<file path="config.mk">
export PLATFORM = sky130hd
export DESIGN_NAME = tcp_reno_congestion_window_unit_flat
export DESIGN_NICKNAME = d
export VERILOG_FILES = /design/src/tcpr_pkg.sv /design/src/tcpr_if.sv /design/src/tcpr_div.sv /design/src/tcp_reno_congestion_window_unit.sv /design/src/flat_wrapper.sv
export VERILOG_INCLUDE_DIRS = /design/src /design/src/src
export SDC_FILE = /design/constraint.sdc
export NUM_CORES = 1
export LEC_CHECK = 0
export BUFFER_PORTS_ARGS = -buffer_cell sky130_fd_sc_hd__buf_4
export CAP_MARGIN = 20
export CORE_MARGIN = 1
export CORE_UTILIZATION = 28
export CTS_BUF_LIST = sky130_fd_sc_hd__clkbuf_4
export DETAILED_ROUTE_END_ITERATION = 7
export GPL_TIMING_DRIVEN = 0
export PLACE_DENSITY_LB_ADDON = 0.08
export SYNTH_ARGS = -nofsm -noshare
export SYNTH_HDL_FRONTEND = slang
export SYNTH_SLANG_ARGS = --single-unit
</file>
<file path="constraint.sdc">
create_clock -name clk -period 9.9 [get_ports clk]
set_clock_uncertainty 0.15 [all_clocks]
set_input_delay 1.485 -clock clk [delete_from_list [all_inputs] [get_ports clk]]
set_output_delay 1.485 -clock clk [all_outputs]
set_load 0.01 [all_outputs]
</file>
<file path="src/assert_macros.svh">
// ----------------------------------------------------------------------------
// Assertion macros
// Shared concurrent assertion forms for the congestion window unit.
// ----------------------------------------------------------------------------
`ifndef ASSERT_MACROS_SVH
`define ASSERT_MACROS_SVH

// same-cycle implication
`define ASSERT_IMPLIES(lbl, clk, rst, ante, cons) \
  lbl: assert property (@(posedge clk) disable iff (rst) (ante) |-> (cons)) \
    else $error("same-cycle implication failed");

// next-cycle implication
`define ASSERT_NEXT(lbl, clk, rst, ante, cons) \
  lbl: assert property (@(posedge clk) disable iff (rst) (ante) |=> (cons)) \
    else $error("next-cycle implication failed");

`endif

</file>
<file path="src/tcpr_pkg.sv">
// ----------------------------------------------------------------------------
// tcpr_pkg
// Widths, codes, reset values and helpers of the congestion window unit.
// ----------------------------------------------------------------------------
`default_nettype none

package tcpr_pkg;

  localparam int unsigned DATA_W = 32;
  localparam int unsigned CNT_W  = 5;
  localparam int unsigned SEG_W  = 16;
  localparam int unsigned SEG3_W = 18;
  localparam int unsigned ADDR_W = 4;

  localparam logic [1:0] KIND_NEW_ACK = 2'd0;
  localparam logic [1:0] KIND_DUP_ACK = 2'd1;
  localparam logic [1:0] KIND_TIMEOUT = 2'd2;

  localparam logic [1:0] REG_SEG_SIZE         = 2'd0;
  localparam logic [1:0] REG_INITIAL_CWND     = 2'd1;
  localparam logic [1:0] REG_INITIAL_SSTHRESH = 2'd2;

  localparam logic [15:0] DUP_THRESHOLD = 16'd3;

  localparam logic [15:0] SEG_SIZE_RST         = 16'd1460;
  localparam logic [31:0] INITIAL_CWND_RST     = 32'd1460;
  localparam logic [31:0] INITIAL_SSTHRESH_RST = 32'd65535;

  function automatic logic [31:0] sat_add(input logic [31:0] a, input logic [31:0] b);
    logic [32:0] s;
    s = {1'b0, a} + {1'b0, b};
    return s[32] ? 32'hFFFF_FFFF : s[31:0];
  endfunction

  function automatic logic [31:0] halved_thr(input logic [31:0] window,
                                             input logic [15:0] seg);
    logic [31:0] half;
    logic [31:0] floor2;
    half   = {1'b0, window[31:1]};
    floor2 = {15'd0, seg, 1'b0};
    return (half > floor2) ? half : floor2;
  endfunction

endpackage

`default_nettype wire

</file>
<file path="src/tcpr_if.sv">
// ----------------------------------------------------------------------------
// tcpr_if
// Event and update channels of the congestion window unit.
// ----------------------------------------------------------------------------
`default_nettype none

interface tcpr_evt_if;
  logic        valid;
  logic        ready;
  logic [1:0]  kind;
  logic [15:0] dup_count;
  logic [31:0] window_bytes;

  modport source (output valid, output kind, output dup_count, output window_bytes,
                  input ready);
  modport sink   (input valid, input kind, input dup_count, input window_bytes,
                  output ready);
endinterface

interface tcpr_upd_if;
  logic        valid;
  logic        ready;
  logic [31:0] cwnd_bytes;
  logic [31:0] ssthresh_bytes;
  logic        in_recovery;
  logic        do_retransmit;
  logic        send_pending;
  logic        backoff_timer;
  logic        rewind_send;

  modport source (output valid, output cwnd_bytes, output ssthresh_bytes,
                  output in_recovery, output do_retransmit, output send_pending,
                  output backoff_timer, output rewind_send, input ready);
  modport sink   (input valid, input cwnd_bytes, input ssthresh_bytes,
                  input in_recovery, input do_retransmit, input send_pending,
                  input backoff_timer, input rewind_send, output ready);
endinterface

`default_nettype wire

</file>
<file path="src/tcpr_div.sv">
// ----------------------------------------------------------------------------
// tcpr_div
// Bit-serial restoring divider, one quotient bit per cycle.
// ----------------------------------------------------------------------------
`default_nettype none

module tcpr_div (
  input  logic                        clk,
  input  logic                        rst,
  input  logic                        start,
  input  logic [tcpr_pkg::DATA_W-1:0] dividend,
  input  logic [tcpr_pkg::DATA_W-1:0] divisor,
  output logic                        done,
  output logic [tcpr_pkg::DATA_W-1:0] quotient
);

  logic [tcpr_pkg::DATA_W-1:0] rem;
  logic [tcpr_pkg::DATA_W-1:0] quo;
  logic [tcpr_pkg::CNT_W-1:0]  cnt;
  logic                        busy;
  logic [tcpr_pkg::DATA_W:0]   trial;
  logic [tcpr_pkg::DATA_W:0]   diff;

  assign trial    = {rem, quo[tcpr_pkg::DATA_W-1]};
  assign diff     = trial - {1'b0, divisor};
  assign quotient = quo;

  always_ff @(posedge clk) begin
    if (rst) begin
      busy <= 1'b0;
      done <= 1'b0;
      cnt  <= '0;
    end else begin
      done <= 1'b0;
      if (start) begin
        rem  <= '0;
        quo  <= dividend;
        cnt  <= tcpr_pkg::CNT_W'(tcpr_pkg::DATA_W - 1);
        busy <= 1'b1;
      end else if (busy) begin
        if (!diff[tcpr_pkg::DATA_W]) begin
          rem <= diff[tcpr_pkg::DATA_W-1:0];
        end else begin
          rem <= trial[tcpr_pkg::DATA_W-1:0];
        end
        quo <= {quo[tcpr_pkg::DATA_W-2:0], ~diff[tcpr_pkg::DATA_W]};
        if (cnt == '0) begin
          busy <= 1'b0;
          done <= 1'b1;
        end else begin
          cnt <= cnt - 1'b1;
        end
      end
    end
  end

endmodule

`default_nettype wire

</file>
<file path="src/tcp_reno_congestion_window_unit.sv">
// ----------------------------------------------------------------------------
// tcp_reno_congestion_window_unit
// Reno congestion window, slow start threshold and fast recovery tracking.
// ----------------------------------------------------------------------------
// Usage:
//   evt carries one ack or timeout event per beat (kind, dup_count,
//   window_bytes); upd returns one beat per event with the window, the
//   threshold, the recovery flag and the retransmit, send, backoff and
//   rewind requests.
//   The APB port holds seg_size (0x0), initial_cwnd (0x4) and
//   initial_ssthresh (0x8); writing an initial value also loads the live
//   register. Write only while the unit is idle.
//   Each event passes through a start state, a divide state for a new ack
//   in congestion avoidance with a nonzero cwnd (bit-serial divider, 32
//   steps, forming seg_size*seg_size/cwnd) and a commit state. One event
//   is in flight at a time; the next is taken in the cycle after the
//   result is registered.
//   A result waiting on upd does not block the next accept; a finished
//   event holds in its commit cycle until the update register is free.
//   Reset loads the reset register values, clears recovery and drops any
//   pending update.
// ----------------------------------------------------------------------------
`default_nettype none
`include "assert_macros.svh"

module tcp_reno_congestion_window_unit (
  input  logic                        clk,
  input  logic                        rst,
  tcpr_evt_if.sink                    evt,
  tcpr_upd_if.source                  upd,
  input  logic                        psel,
  input  logic                        penable,
  input  logic                        pwrite,
  input  logic [tcpr_pkg::ADDR_W-1:0] paddr,
  input  logic [31:0]                 pwdata,
  output logic [31:0]                 prdata,
  output logic                        pready
);

  typedef enum logic [1:0] {ST_IDLE, ST_START, ST_DIV, ST_COMMIT} state_t;

  state_t      state;
  logic [15:0] seg_size;
  logic [31:0] initial_cwnd;
  logic [31:0] initial_ssthresh;
  logic [31:0] cwnd;
  logic [31:0] ssth;
  logic        rec;

  logic [1:0]  kind_q;
  logic [15:0] dups_q;
  logic [31:0] win_q;
  logic [31:0] thr;
  logic [tcpr_pkg::SEG3_W-1:0] seg3;
  logic        below;

  logic        needs_div;
  logic        div_start;
  logic        div_done;
  logic [31:0] quot;
  logic [31:0] seg_sq;
  logic [31:0] seg_ext;
  logic [31:0] ca_add;
  logic [31:0] add_a;
  logic [31:0] add_b;
  logic [31:0] sum;
  logic        commit_go;
  logic        timeout_commit;
  logic        wr_en;
  logic [1:0]  reg_idx;

  logic [31:0] cwnd_next;
  logic [31:0] ssth_next;
  logic        rec_next;
  logic        retx_next;
  logic        pend_next;
  logic        back_next;
  logic        rew_next;

  assign pready    = 1'b1;
  assign reg_idx   = paddr[tcpr_pkg::ADDR_W-1:2];
  assign wr_en     = psel && penable && pwrite;
  assign evt.ready = (state == ST_IDLE);
  assign commit_go = (state == ST_COMMIT) && (!upd.valid || upd.ready);
  assign timeout_commit = commit_go && (kind_q == tcpr_pkg::KIND_TIMEOUT);

  assign needs_div = (kind_q == tcpr_pkg::KIND_NEW_ACK) && !rec && !(cwnd < ssth)
                     && (cwnd != 32'd0);
  assign div_start = (state == ST_START) && needs_div;
  assign seg_sq    = {16'd0, seg_size} * {16'd0, seg_size};
  assign seg_ext   = {16'd0, seg_size};
  assign ca_add    = ((cwnd == 32'd0) || (quot <= 32'd1)) ? 32'd1 : quot;

  tcpr_div u_div (
    .clk      (clk),
    .rst      (rst),
    .start    (div_start),
    .dividend (seg_sq),
    .divisor  (cwnd),
    .done     (div_done),
    .quotient (quot)
  );

  always_comb begin
    prdata = 32'd0;
    unique case (reg_idx)
      tcpr_pkg::REG_SEG_SIZE:         prdata = seg_ext;
      tcpr_pkg::REG_INITIAL_CWND:     prdata = initial_cwnd;
      tcpr_pkg::REG_INITIAL_SSTHRESH: prdata = initial_ssthresh;
      default:                        prdata = 32'd0;
    endcase
  end

  // share one saturating adder across all window steps
  always_comb begin
    add_a = cwnd;
    add_b = seg_ext;
    if ((kind_q == tcpr_pkg::KIND_DUP_ACK) && !rec) begin
      add_a = thr;
      add_b = {{(32 - tcpr_pkg::SEG3_W){1'b0}}, seg3};
    end else if ((kind_q == tcpr_pkg::KIND_NEW_ACK) && !rec && !below) begin
      add_b = ca_add;
    end
  end

  assign sum = tcpr_pkg::sat_add(add_a, add_b);

  always_comb begin
    cwnd_next = cwnd;
    ssth_next = ssth;
    rec_next  = rec;
    retx_next = 1'b0;
    pend_next = 1'b0;
    back_next = 1'b0;
    rew_next  = 1'b0;
    unique case (kind_q)
      tcpr_pkg::KIND_NEW_ACK: begin
        if (rec) begin
          cwnd_next = ssth;
          rec_next  = 1'b0;
        end else begin
          cwnd_next = sum;
        end
      end
      tcpr_pkg::KIND_DUP_ACK: begin
        if (rec) begin
          cwnd_next = sum;
          pend_next = 1'b1;
        end else if (dups_q == tcpr_pkg::DUP_THRESHOLD) begin
          rec_next  = 1'b1;
          ssth_next = thr;
          cwnd_next = sum;
          retx_next = 1'b1;
        end
      end
      tcpr_pkg::KIND_TIMEOUT: begin
        ssth_next = thr;
        cwnd_next = seg_ext;
        rec_next  = 1'b0;
        retx_next = 1'b1;
        back_next = 1'b1;
        rew_next  = 1'b1;
      end
      default: begin
        cwnd_next = cwnd;
      end
    endcase
  end

  always_ff @(posedge clk) begin
    if (rst) begin
      state            <= ST_IDLE;
      seg_size         <= tcpr_pkg::SEG_SIZE_RST;
      initial_cwnd     <= tcpr_pkg::INITIAL_CWND_RST;
      initial_ssthresh <= tcpr_pkg::INITIAL_SSTHRESH_RST;
      cwnd             <= tcpr_pkg::INITIAL_CWND_RST;
      ssth             <= tcpr_pkg::INITIAL_SSTHRESH_RST;
      rec              <= 1'b0;
      upd.valid        <= 1'b0;
    end else begin
      if (upd.valid && upd.ready && !commit_go) begin
        upd.valid <= 1'b0;
      end
      if (wr_en) begin
        unique case (reg_idx)
          tcpr_pkg::REG_SEG_SIZE: begin
            seg_size <= pwdata[15:0];
          end
          tcpr_pkg::REG_INITIAL_CWND: begin
            initial_cwnd <= pwdata;
            cwnd         <= pwdata;
          end
          tcpr_pkg::REG_INITIAL_SSTHRESH: begin
            initial_ssthresh <= pwdata;
            ssth             <= pwdata;
          end
          default: begin
            seg_size <= seg_size;
          end
        endcase
      end
      unique case (state)
        ST_IDLE: begin
          if (evt.valid) begin
            kind_q <= evt.kind;
            dups_q <= evt.dup_count;
            win_q  <= evt.window_bytes;
            state  <= ST_START;
          end
        end
        ST_START: begin
          thr   <= tcpr_pkg::halved_thr(win_q, seg_size);
          seg3  <= {2'b00, seg_size} + {1'b0, seg_size, 1'b0};
          below <= (cwnd < ssth);
          state <= needs_div ? ST_DIV : ST_COMMIT;
        end
        ST_DIV: begin
          if (div_done) begin
            state <= ST_COMMIT;
          end
        end
        ST_COMMIT: begin
          if (commit_go) begin
            cwnd               <= cwnd_next;
            ssth               <= ssth_next;
            rec                <= rec_next;
            upd.valid          <= 1'b1;
            upd.cwnd_bytes     <= cwnd_next;
            upd.ssthresh_bytes <= ssth_next;
            upd.in_recovery    <= rec_next;
            upd.do_retransmit  <= retx_next;
            upd.send_pending   <= pend_next;
            upd.backoff_timer  <= back_next;
            upd.rewind_send    <= rew_next;
            state              <= ST_IDLE;
          end
        end
      endcase
    end
  end

  `ASSERT_NEXT(a_accept_starts, clk, rst, evt.valid && evt.ready, state == ST_START)
  `ASSERT_IMPLIES(a_div_done_in_div, clk, rst, div_done, state == ST_DIV)
  `ASSERT_NEXT(a_timeout_leaves_recovery, clk, rst, timeout_commit, !rec && upd.valid && upd.do_retransmit)

endmodule

`default_nettype wire

</file>
<file path="src/flat_wrapper.sv">
// flat-port wrapper written by rule: the top's interface ports become plain ports
module tcp_reno_congestion_window_unit_flat 
  (clk, rst, psel, penable, pwrite, paddr, pwdata, prdata, pready, evt_valid, evt_kind, evt_dup_count, evt_window_bytes, evt_ready, upd_valid, upd_cwnd_bytes, upd_ssthresh_bytes, upd_in_recovery, upd_do_retransmit, upd_send_pending, upd_backoff_timer, upd_rewind_send, upd_ready);
  tcpr_evt_if evt_i ();
  tcpr_upd_if upd_i ();
  input  logic clk;
  input  logic rst;
  input  logic psel;
  input  logic penable;
  input  logic pwrite;
  input  logic [tcpr_pkg::ADDR_W-1:0] paddr;
  input  logic [31:0] pwdata;
  output logic [31:0] prdata;
  output logic pready;
  input wire logic [$bits(evt_i.valid)-1:0] evt_valid;
  input wire logic [$bits(evt_i.kind)-1:0] evt_kind;
  input wire logic [$bits(evt_i.dup_count)-1:0] evt_dup_count;
  input wire logic [$bits(evt_i.window_bytes)-1:0] evt_window_bytes;
  output wire logic [$bits(evt_i.ready)-1:0] evt_ready;
  output wire logic [$bits(upd_i.valid)-1:0] upd_valid;
  output wire logic [$bits(upd_i.cwnd_bytes)-1:0] upd_cwnd_bytes;
  output wire logic [$bits(upd_i.ssthresh_bytes)-1:0] upd_ssthresh_bytes;
  output wire logic [$bits(upd_i.in_recovery)-1:0] upd_in_recovery;
  output wire logic [$bits(upd_i.do_retransmit)-1:0] upd_do_retransmit;
  output wire logic [$bits(upd_i.send_pending)-1:0] upd_send_pending;
  output wire logic [$bits(upd_i.backoff_timer)-1:0] upd_backoff_timer;
  output wire logic [$bits(upd_i.rewind_send)-1:0] upd_rewind_send;
  input wire logic [$bits(upd_i.ready)-1:0] upd_ready;
  assign evt_i.valid = evt_valid;
  assign evt_i.kind = evt_kind;
  assign evt_i.dup_count = evt_dup_count;
  assign evt_i.window_bytes = evt_window_bytes;
  assign evt_ready = evt_i.ready;
  assign upd_valid = upd_i.valid;
  assign upd_cwnd_bytes = upd_i.cwnd_bytes;
  assign upd_ssthresh_bytes = upd_i.ssthresh_bytes;
  assign upd_in_recovery = upd_i.in_recovery;
  assign upd_do_retransmit = upd_i.do_retransmit;
  assign upd_send_pending = upd_i.send_pending;
  assign upd_backoff_timer = upd_i.backoff_timer;
  assign upd_rewind_send = upd_i.rewind_send;
  assign upd_i.ready = upd_ready;
  tcp_reno_congestion_window_unit u_core (.clk(clk), .rst(rst), .evt(evt_i), .upd(upd_i), .psel(psel), .penable(penable), .pwrite(pwrite), .paddr(paddr), .pwdata(pwdata), .prdata(prdata), .pready(pready));
endmodule
</file>
==> run summary, run 1 <==
post-synthesis net count -> 3766
initial antenna violation count -> 7
max-cap viol count -> 0
Req. time, crit path -> 10530 ps
fraction of registers with async set/reset -> 0%
worst hold start -> u_core.initial_ssthresh[24]$_SDFFE_PP0P_
top-count cell post-synth -> nand2_1
slowest cell on the critical path -> clkinv_1
Relative slew margins -> 17.5%
R2R setup slack -> 600 ps
power density cells -> 171 nW/µm²
clock network power share -> 26.9%
Synth top area share -> 23.3%
worst min path class -> flip-flop to flip-flop
gr usage total -> 24.0%
syn avg cell area -> 9.13 µm²
net switching power -> 2.41 mW
Synth area leaders -> edfxtp_1, fa_1, dfxtp_1
Period minus WS final -> 9300 ps
CTS H-tree depth -> 3
crit start category -> flip-flop
Synth Flop Type -> edfxtp_1
DP HPWL -> 104000 µm
RSZ-0062 raised after global routing -> false
grt total ovfl -> 0
DR WL/cell -> 25.9 µm
Placed Cells -> 4853
pre-CTS WS -> 533 ps
DRC viols -> 0
Flop pwr share -> 34.9%
crit path cell chain -> clkbuf_1, clkinv_1, fa_1, inv_1, fa_1, inv_1, fa_1, inv_1, fa_1, inv_1, fa_1, inv_1, fa_1, ha_1, a21o_1, a21o_1, a21o_1, a2111oi_0, o31ai_1, a31oi_1, o21ai_0, a211oi_1, mux2_2, nand4_1
crit path buf inv count -> 7
die width -> 328 µm
Worst Hold End -> u_core.initial_ssthresh[24]$_SDFFE_PP0P_
Setup Buffers After CTS -> 0
delay-heaviest family, CP -> adder cells
max incr delay on CP -> 910 ps
synthesis-stage register bit count -> 386
Final Wtd Congestion -> 0.933
clock buffer depth -> 3
Sw Ratio -> 40.8%
critical path class -> flip-flop to flip-flop
number of global-route vias before repair -> 26500
Area after DPL -> 33200 µm²
internal power -> 3.50 mW
final setup fails -> 0
first-pass GRT wire length -> 188000 µm
Max Clock Freq -> 108 MHz
commonest cells in the netlist -> nand2_1, inv_1, ha_1
Critical Path Most Common Cell -> fa_1
share of layout cells above drive strength 1 -> 13.1%
Area growth syn-to-layout -> 16.5%
# resized after CTS -> 0
post-route ant nets -> 0
Unique masters post-synth -> 101
hold violation count in the final report -> 0
Final Routed Wirelength -> 132000 µm
Starting Density -> 28.3%
worst r2r src -> u_core.seg_size[7]$_SDFFE_PP1P_
critical path arrival -> 9930 ps
DRT Pass-1 Iters -> 7
vias per std cell -> 5.22
IO Count -> 197
Core ar. -> 105000 µm²
maximum VDD drop -> 0.0000746 V
Syn Inst Count -> 3259
1st-iter DRT viols -> 1789
Reg-to-Reg End -> u_core.u_div.quotient[30]$_DFFE_PP_
Clk Latency, worst-skew pair -> 980 ps
fin nets -> 4081
clock slew at reported path FFs -> 70 ps
CP Max Fanout -> 10
root buf cell -> clkbuf_4
routed vias -> 26500
Comb power frac -> 38.2%
TritonCTS clock tree -> yes
clock sink count -> 386
Worst Max-Slew Pin Slew -> 1240 ps
Leak -> 15.0 nW
Post-CTS Hold Fix Bufs -> 0
pin count of the biggest net entering global routing -> 50
Worst Reg-to-Reg Cells -> 24
Yosys Warn Count -> 0
IO Port Bufs -> 191
total clock buffers created by CTS -> 110
Finished Cell Area -> 34600 µm²
status -> finished, final reports clean
number of flops mapped to enable cells by yosys -> 231
count of pins over their slew limit -> 0
Synth area leader -> edfxtp_1
Die Footprint -> 108000 µm²
nature of the critical path endpoint -> flip-flop
register area share after synthesis -> 33.8%
Syn Std Cell Area -> 29700 µm²
height of the die -> 328 µm
final period utilization -> 93.9%
# rows -> 119
Min-Delay Path Depth -> 2
final setup margin -> 605 ps
non-filler cells, final -> 5068
through the flow:
stage               util (%)  hold WS, ps  TNS [ps]  total power, mW
floorplan                  -          286         0             3.42
finish                  32.9          306         0             5.91
CTS                     32.9          305         0             5.96
detailed placement      31.5          297         0             4.33
global route            32.9          327         0             6.23
global placement        31.3          292     -1530             4.34
state kept, by name, indices dropped and copies added (netlist names), 2 cells and up:
signal	flops
u_core.cwnd	32
u_core.initial_cwnd	32
u_core.initial_ssthresh	32
u_core.ssth	32
u_core.u_div.quotient	32
u_core.u_div.rem	32
u_core.upd.cwnd_bytes	32
u_core.upd.ssthresh_bytes	32
u_core.thr	31
u_core.win_q	31
u_core.seg3	18
u_core.dups_q	16
u_core.seg_size	16
u_core.u_div.cnt	5
u_core.kind_q	2
u_core.state	2
layout by cell type (no fill, tap or decap), drive strengths merged, types with 49 or more instances in the layout:
master,count
fa,168
o211ai,49
nand2,465
nor2,191
o21ai,228
a21oi,225
nand3,50
a21o,79
ha,246
buf,230
inv,321
clkbuf,315
xnor2,56
edfxtp,231
dfxtp,155
cell type report:
class,instances,area [µm²]
Clock buffer,166,1250
Inverter,323,1210
Timing Repair Buffer,203,1640
Sequential cell,386,10000
Clock inverter,42,220
Tap cell,1391,1740
Buffer,178,778
Multi-Input combinational cell,2372,17700
Antenna cell,7,17.5
Fill cell,11200,70600
logic make-up after synthesis:
group                      synth area share (%)
xor gates and xnor gates                   2.59
and+or+nand+nor                            14.1
muxes                                      1.67
adders and majority gates                  21.7
AOI/OAI and AO/OA                          19.5
buffers and inverters                      6.69
other                                    0.0126
DFF                                        33.8
power groups by stage:
stage | Combinational, mW | Sequential [mW] | Clock, mW
after global placement | 2.23 | 2.11 | 0
after global routing | 2.44 | 2.07 | 1.72
after CTS | 2.26 | 2.06 | 1.64
final | 2.26 | 2.06 | 1.59
after floorplan | 1.41 | 2.01 | 0
after detailed placement | 2.24 | 2.09 | 0
worst max-delay path by stage:
stage | startpoint | endpoint | slack, ps | cells after the start
2_1_floorplan | u_core.seg_size[4]$_SDFFE_PP1P_ | u_core.u_div.quotient[30]$_DFFE_PP_ | 2900 | 25
4_1_cts | u_core.seg_size[7]$_SDFFE_PP1P_ | u_core.u_div.quotient[30]$_DFFE_PP_ | 420 | 24
3_5_place_dp | u_core.seg_size[7]$_SDFFE_PP1P_ | u_core.u_div.quotient[30]$_DFFE_PP_ | 530 | 24
5_1_grt | u_core.seg_size[7]$_SDFFE_PP1P_ | u_core.u_div.quotient[30]$_DFFE_PP_ | 100 | 23
6_report | u_core.seg_size[7]$_SDFFE_PP1P_ | u_core.u_div.quotient[30]$_DFFE_PP_ | 600 | 24
3_3_place_gp | rst | u_core.u_div.quotient[12]$_DFFE_PP_ | -30 | 4
layer usage:
layer / global-route usage (%) / up-vias / wire length (µm)
met4: 8.79 / 4 / 5000
li1: - / 12200 / -
met5: 0 / - / 26
met2: 40.3 / 849 / 62600
met3: 3.01 / 227 / 6410
met1: 31.5 / 13200 / 57500
worst min-delay path, cell delays in order (launching register included):
cell,delay [ps]
dfxtp_1,310
nand2_1,50
a21oi_1,50
Power figures use the tool's default switching activity.
==> run 2, diff against run 1 <==
Settings changed: ABC_AREA from default to 1, SYNTH_HIERARCHICAL from default to 1.
==> run summary, run 2 <==
status -> finished, final reports clean
most frequent cells in the layout -> nand2_1, inv_1, a21oi_1
gr usage total -> 23.4% (-0.59 points)
Placed Cells -> 6027 (+24%)
clock slew at reported path FFs -> 60 ps (about the same)
Req. time, crit path -> 10410 ps (-120 ps)
Setup Buffers After CTS -> 0 (unchanged)
1st-iter DRT viols -> 2349 (+31%)
most common cell after layout, fill and taps aside -> nand2_1
Setup Total Neg Slack -> 0 ps (unchanged)
routed vias -> 29300 (+11%)
# resized after CTS -> 0 (unchanged)
Synth area leaders -> edfxtp_1, nand2_1, fa_1
grt total ovfl -> 0 (unchanged)
Die Footprint -> 116000 µm² (+7.9%)
die width -> 341 µm (+3.9%)
IO Port Bufs -> 192 (+0.52%)
Synth top area share -> 21.6% (-1.7 points)
pre-CTS WS -> 1790 ps (+1260 ps)
register area share after synthesis -> 31.3% (-2.5 points)
slowest cell on the critical path -> clkbuf_1
Clk Latency, worst-skew pair -> 990 ps (about the same)
Relative slew margins -> 23.3% (+5.8 points)
post-route ant nets -> 0 (unchanged)
RSZ-0062 raised after global routing -> false
root buf cell -> clkbuf_4
hold violation count in the final report -> 0 (unchanged)
CP Max Fanout -> 10 (unchanged)
number of flops mapped to enable cells by yosys -> 231 (unchanged)
syn avg cell area -> 7.41 µm² (-19%)
Final Routed Wirelength -> 136000 µm (+3.8%)
TritonCTS clock tree -> yes
worst min path class -> flip-flop to flip-flop
initial antenna violation count -> 9 (+2)
IO Count -> 197 (unchanged)
Starting Density -> 28.4% (+0.12 points)
DRC viols -> 0 (unchanged)
synthesis-stage register bit count -> 386 (unchanged)
Period minus WS final -> 8250 ps (-1040 ps)
# rows -> 123 (+3.4%)
power density cells -> 184 nW/µm² (+8.1%)
non-filler cells, final -> 6232 (+23%)
final period utilization -> 83.4% (-11 points)
max incr delay on CP -> 900 ps (about the same)
Core ar. -> 113000 µm² (+7.5%)
maximum VDD drop -> 0.000107 V (+44%)
Unique masters post-synth -> 55 (-46%)
post-synthesis net count -> 4835 (+28%)
height of the die -> 341 µm (+3.9%)
first-pass GRT wire length -> 199000 µm (+5.9%)
final setup margin -> 1650 ps (+1040 ps)
fin nets -> 5147 (+26%)
Yosys Warn Count -> 6 (+6)
CTS H-tree depth -> 3 (unchanged)
DP HPWL -> 114000 µm (+9.3%)
critical path class -> flip-flop to flip-flop
DR WL/cell -> 21.9 µm (-16%)
top-count cell post-synth -> nand2_1
Max Clock Freq -> 121 MHz (+13%)
count of pins over their slew limit -> 0 (unchanged)
hold_ws -> 308 ps (+1.74 ps)
commonest cells in the netlist -> nand2_1, inv_1, a21oi_1
Area growth syn-to-layout -> 15.5%
overall power -> 6.84 mW (+16%)
vias per std cell -> 4.71 (-9.9%)
Area after DPL -> 35600 µm² (+7.4%)
pin count of the biggest net entering global routing -> 40 (-20%)
Final Wtd Congestion -> 0.942 (+1.0%)
fraction of registers with async set/reset -> 0% (unchanged)
clock sink count -> 386 (unchanged)
DRT Pass-1 Iters -> 5 (-2)
critical path arrival -> 8770 ps (-1160 ps)
Syn Std Cell Area -> 32100 µm² (+7.9%)
total clock buffers created by CTS -> 111 (+0.91%)
clock buffer depth -> 3 (unchanged)
max-cap viol count -> 0 (unchanged)
crit start category -> flip-flop
Finished Core Util -> 32.8% (-0.12 points)
Post-CTS Hold Fix Bufs -> 0 (unchanged)
Synth Flop Type -> edfxtp_1
fillers -> 12500 (+11%)
share of layout cells above drive strength 1 -> 10.1% (-3.0 points)
final setup fails -> 0 (unchanged)
Syn Inst Count -> 4328 (+33%)
Finished Cell Area -> 37100 µm² (+7.1%)
Synth area leader -> edfxtp_1
Worst Max-Slew Pin Slew -> 1150 ps (-86.4 ps)
nature of the critical path endpoint -> flip-flop
number of global-route vias before repair -> 29200 (+10%)
Leak -> 18.9 nW (+26%)
-- run 2: worst paths after layout --
check / from / to / slack, ps / depth (start not counted)
setup / recovery: u_core/seg_size[9]$_SDFFE_PP0P_ / u_core/u_div/quotient[29]$_DFFE_PP_ / 1650 / 28
hold / removal: u_core/initial_cwnd[7]$_SDFFE_PP1P_ / u_core/initial_cwnd[7]$_SDFFE_PP1P_ / 310 / 2
setup reg to reg: u_core/seg_size[9]$_SDFFE_PP0P_ / u_core/u_div/quotient[29]$_DFFE_PP_ / 1650 / 28
hold reg to reg: u_core/initial_cwnd[7]$_SDFFE_PP1P_ / u_core/initial_cwnd[7]$_SDFFE_PP1P_ / 310 / 2
-- run 2: routing by layer --
metal | vias to the layer above | share of wire (%) | wire [µm] | GRT usage [%]
li1 | 14400 | - | - | -
met1 | 13900 | 48 | 65700 | 33.6
met2 | 854 | 44 | 60600 | 37.2
met3 | 166 | 5.2 | 7070 | 3.08
met4 | 8 | 2.2 | 2990 | 5.53
met5 | - | 0.040 | 54 | 0
-- run 2: power breakdown --
group	leakage (nW)	internal [mW]	switching [mW]
registers	3.36	1.94	0.142
logic	14.6	1.00	2.15
clock network	0.879	0.806	0.798
-- run 2: final cells by class --
type	count	area (µm²)	share of cell area, %
Clock buffer	173	1300	3.50
Timing Repair Buffer	199	1600	4.31
Inverter	815	3060	8.25
Sequential cell	386	10000	27.1
Buffer	175	747	2.01
Multi-Input combinational cell	2952	18300	49.3
Tap cell	1500	1880	5.06
Clock inverter	30	180	0.486
Antenna cell	2	5.00	0.0135
-- run 2: logic make-up after synthesis --
family,Yosys count,synth area share (%)
XOR/XNOR,78,2.13
adder cells (fa/ha/maj),414,20.0
AND/OR/NAND/NOR,1798,22.9
AO/OA/AOI/OAI,660,11.7
flip-flops,386,31.3
other,2,0.0234
buffers and inverters,990,11.8
-- run 2: critical path: cells and delay by family, from the launching register on --
kind	cells	cell delay, ps
compound gates	5	1020
flops	1	530
fa+ha+maj	7	3440
buf+inv	7	1830
simple gates	9	980
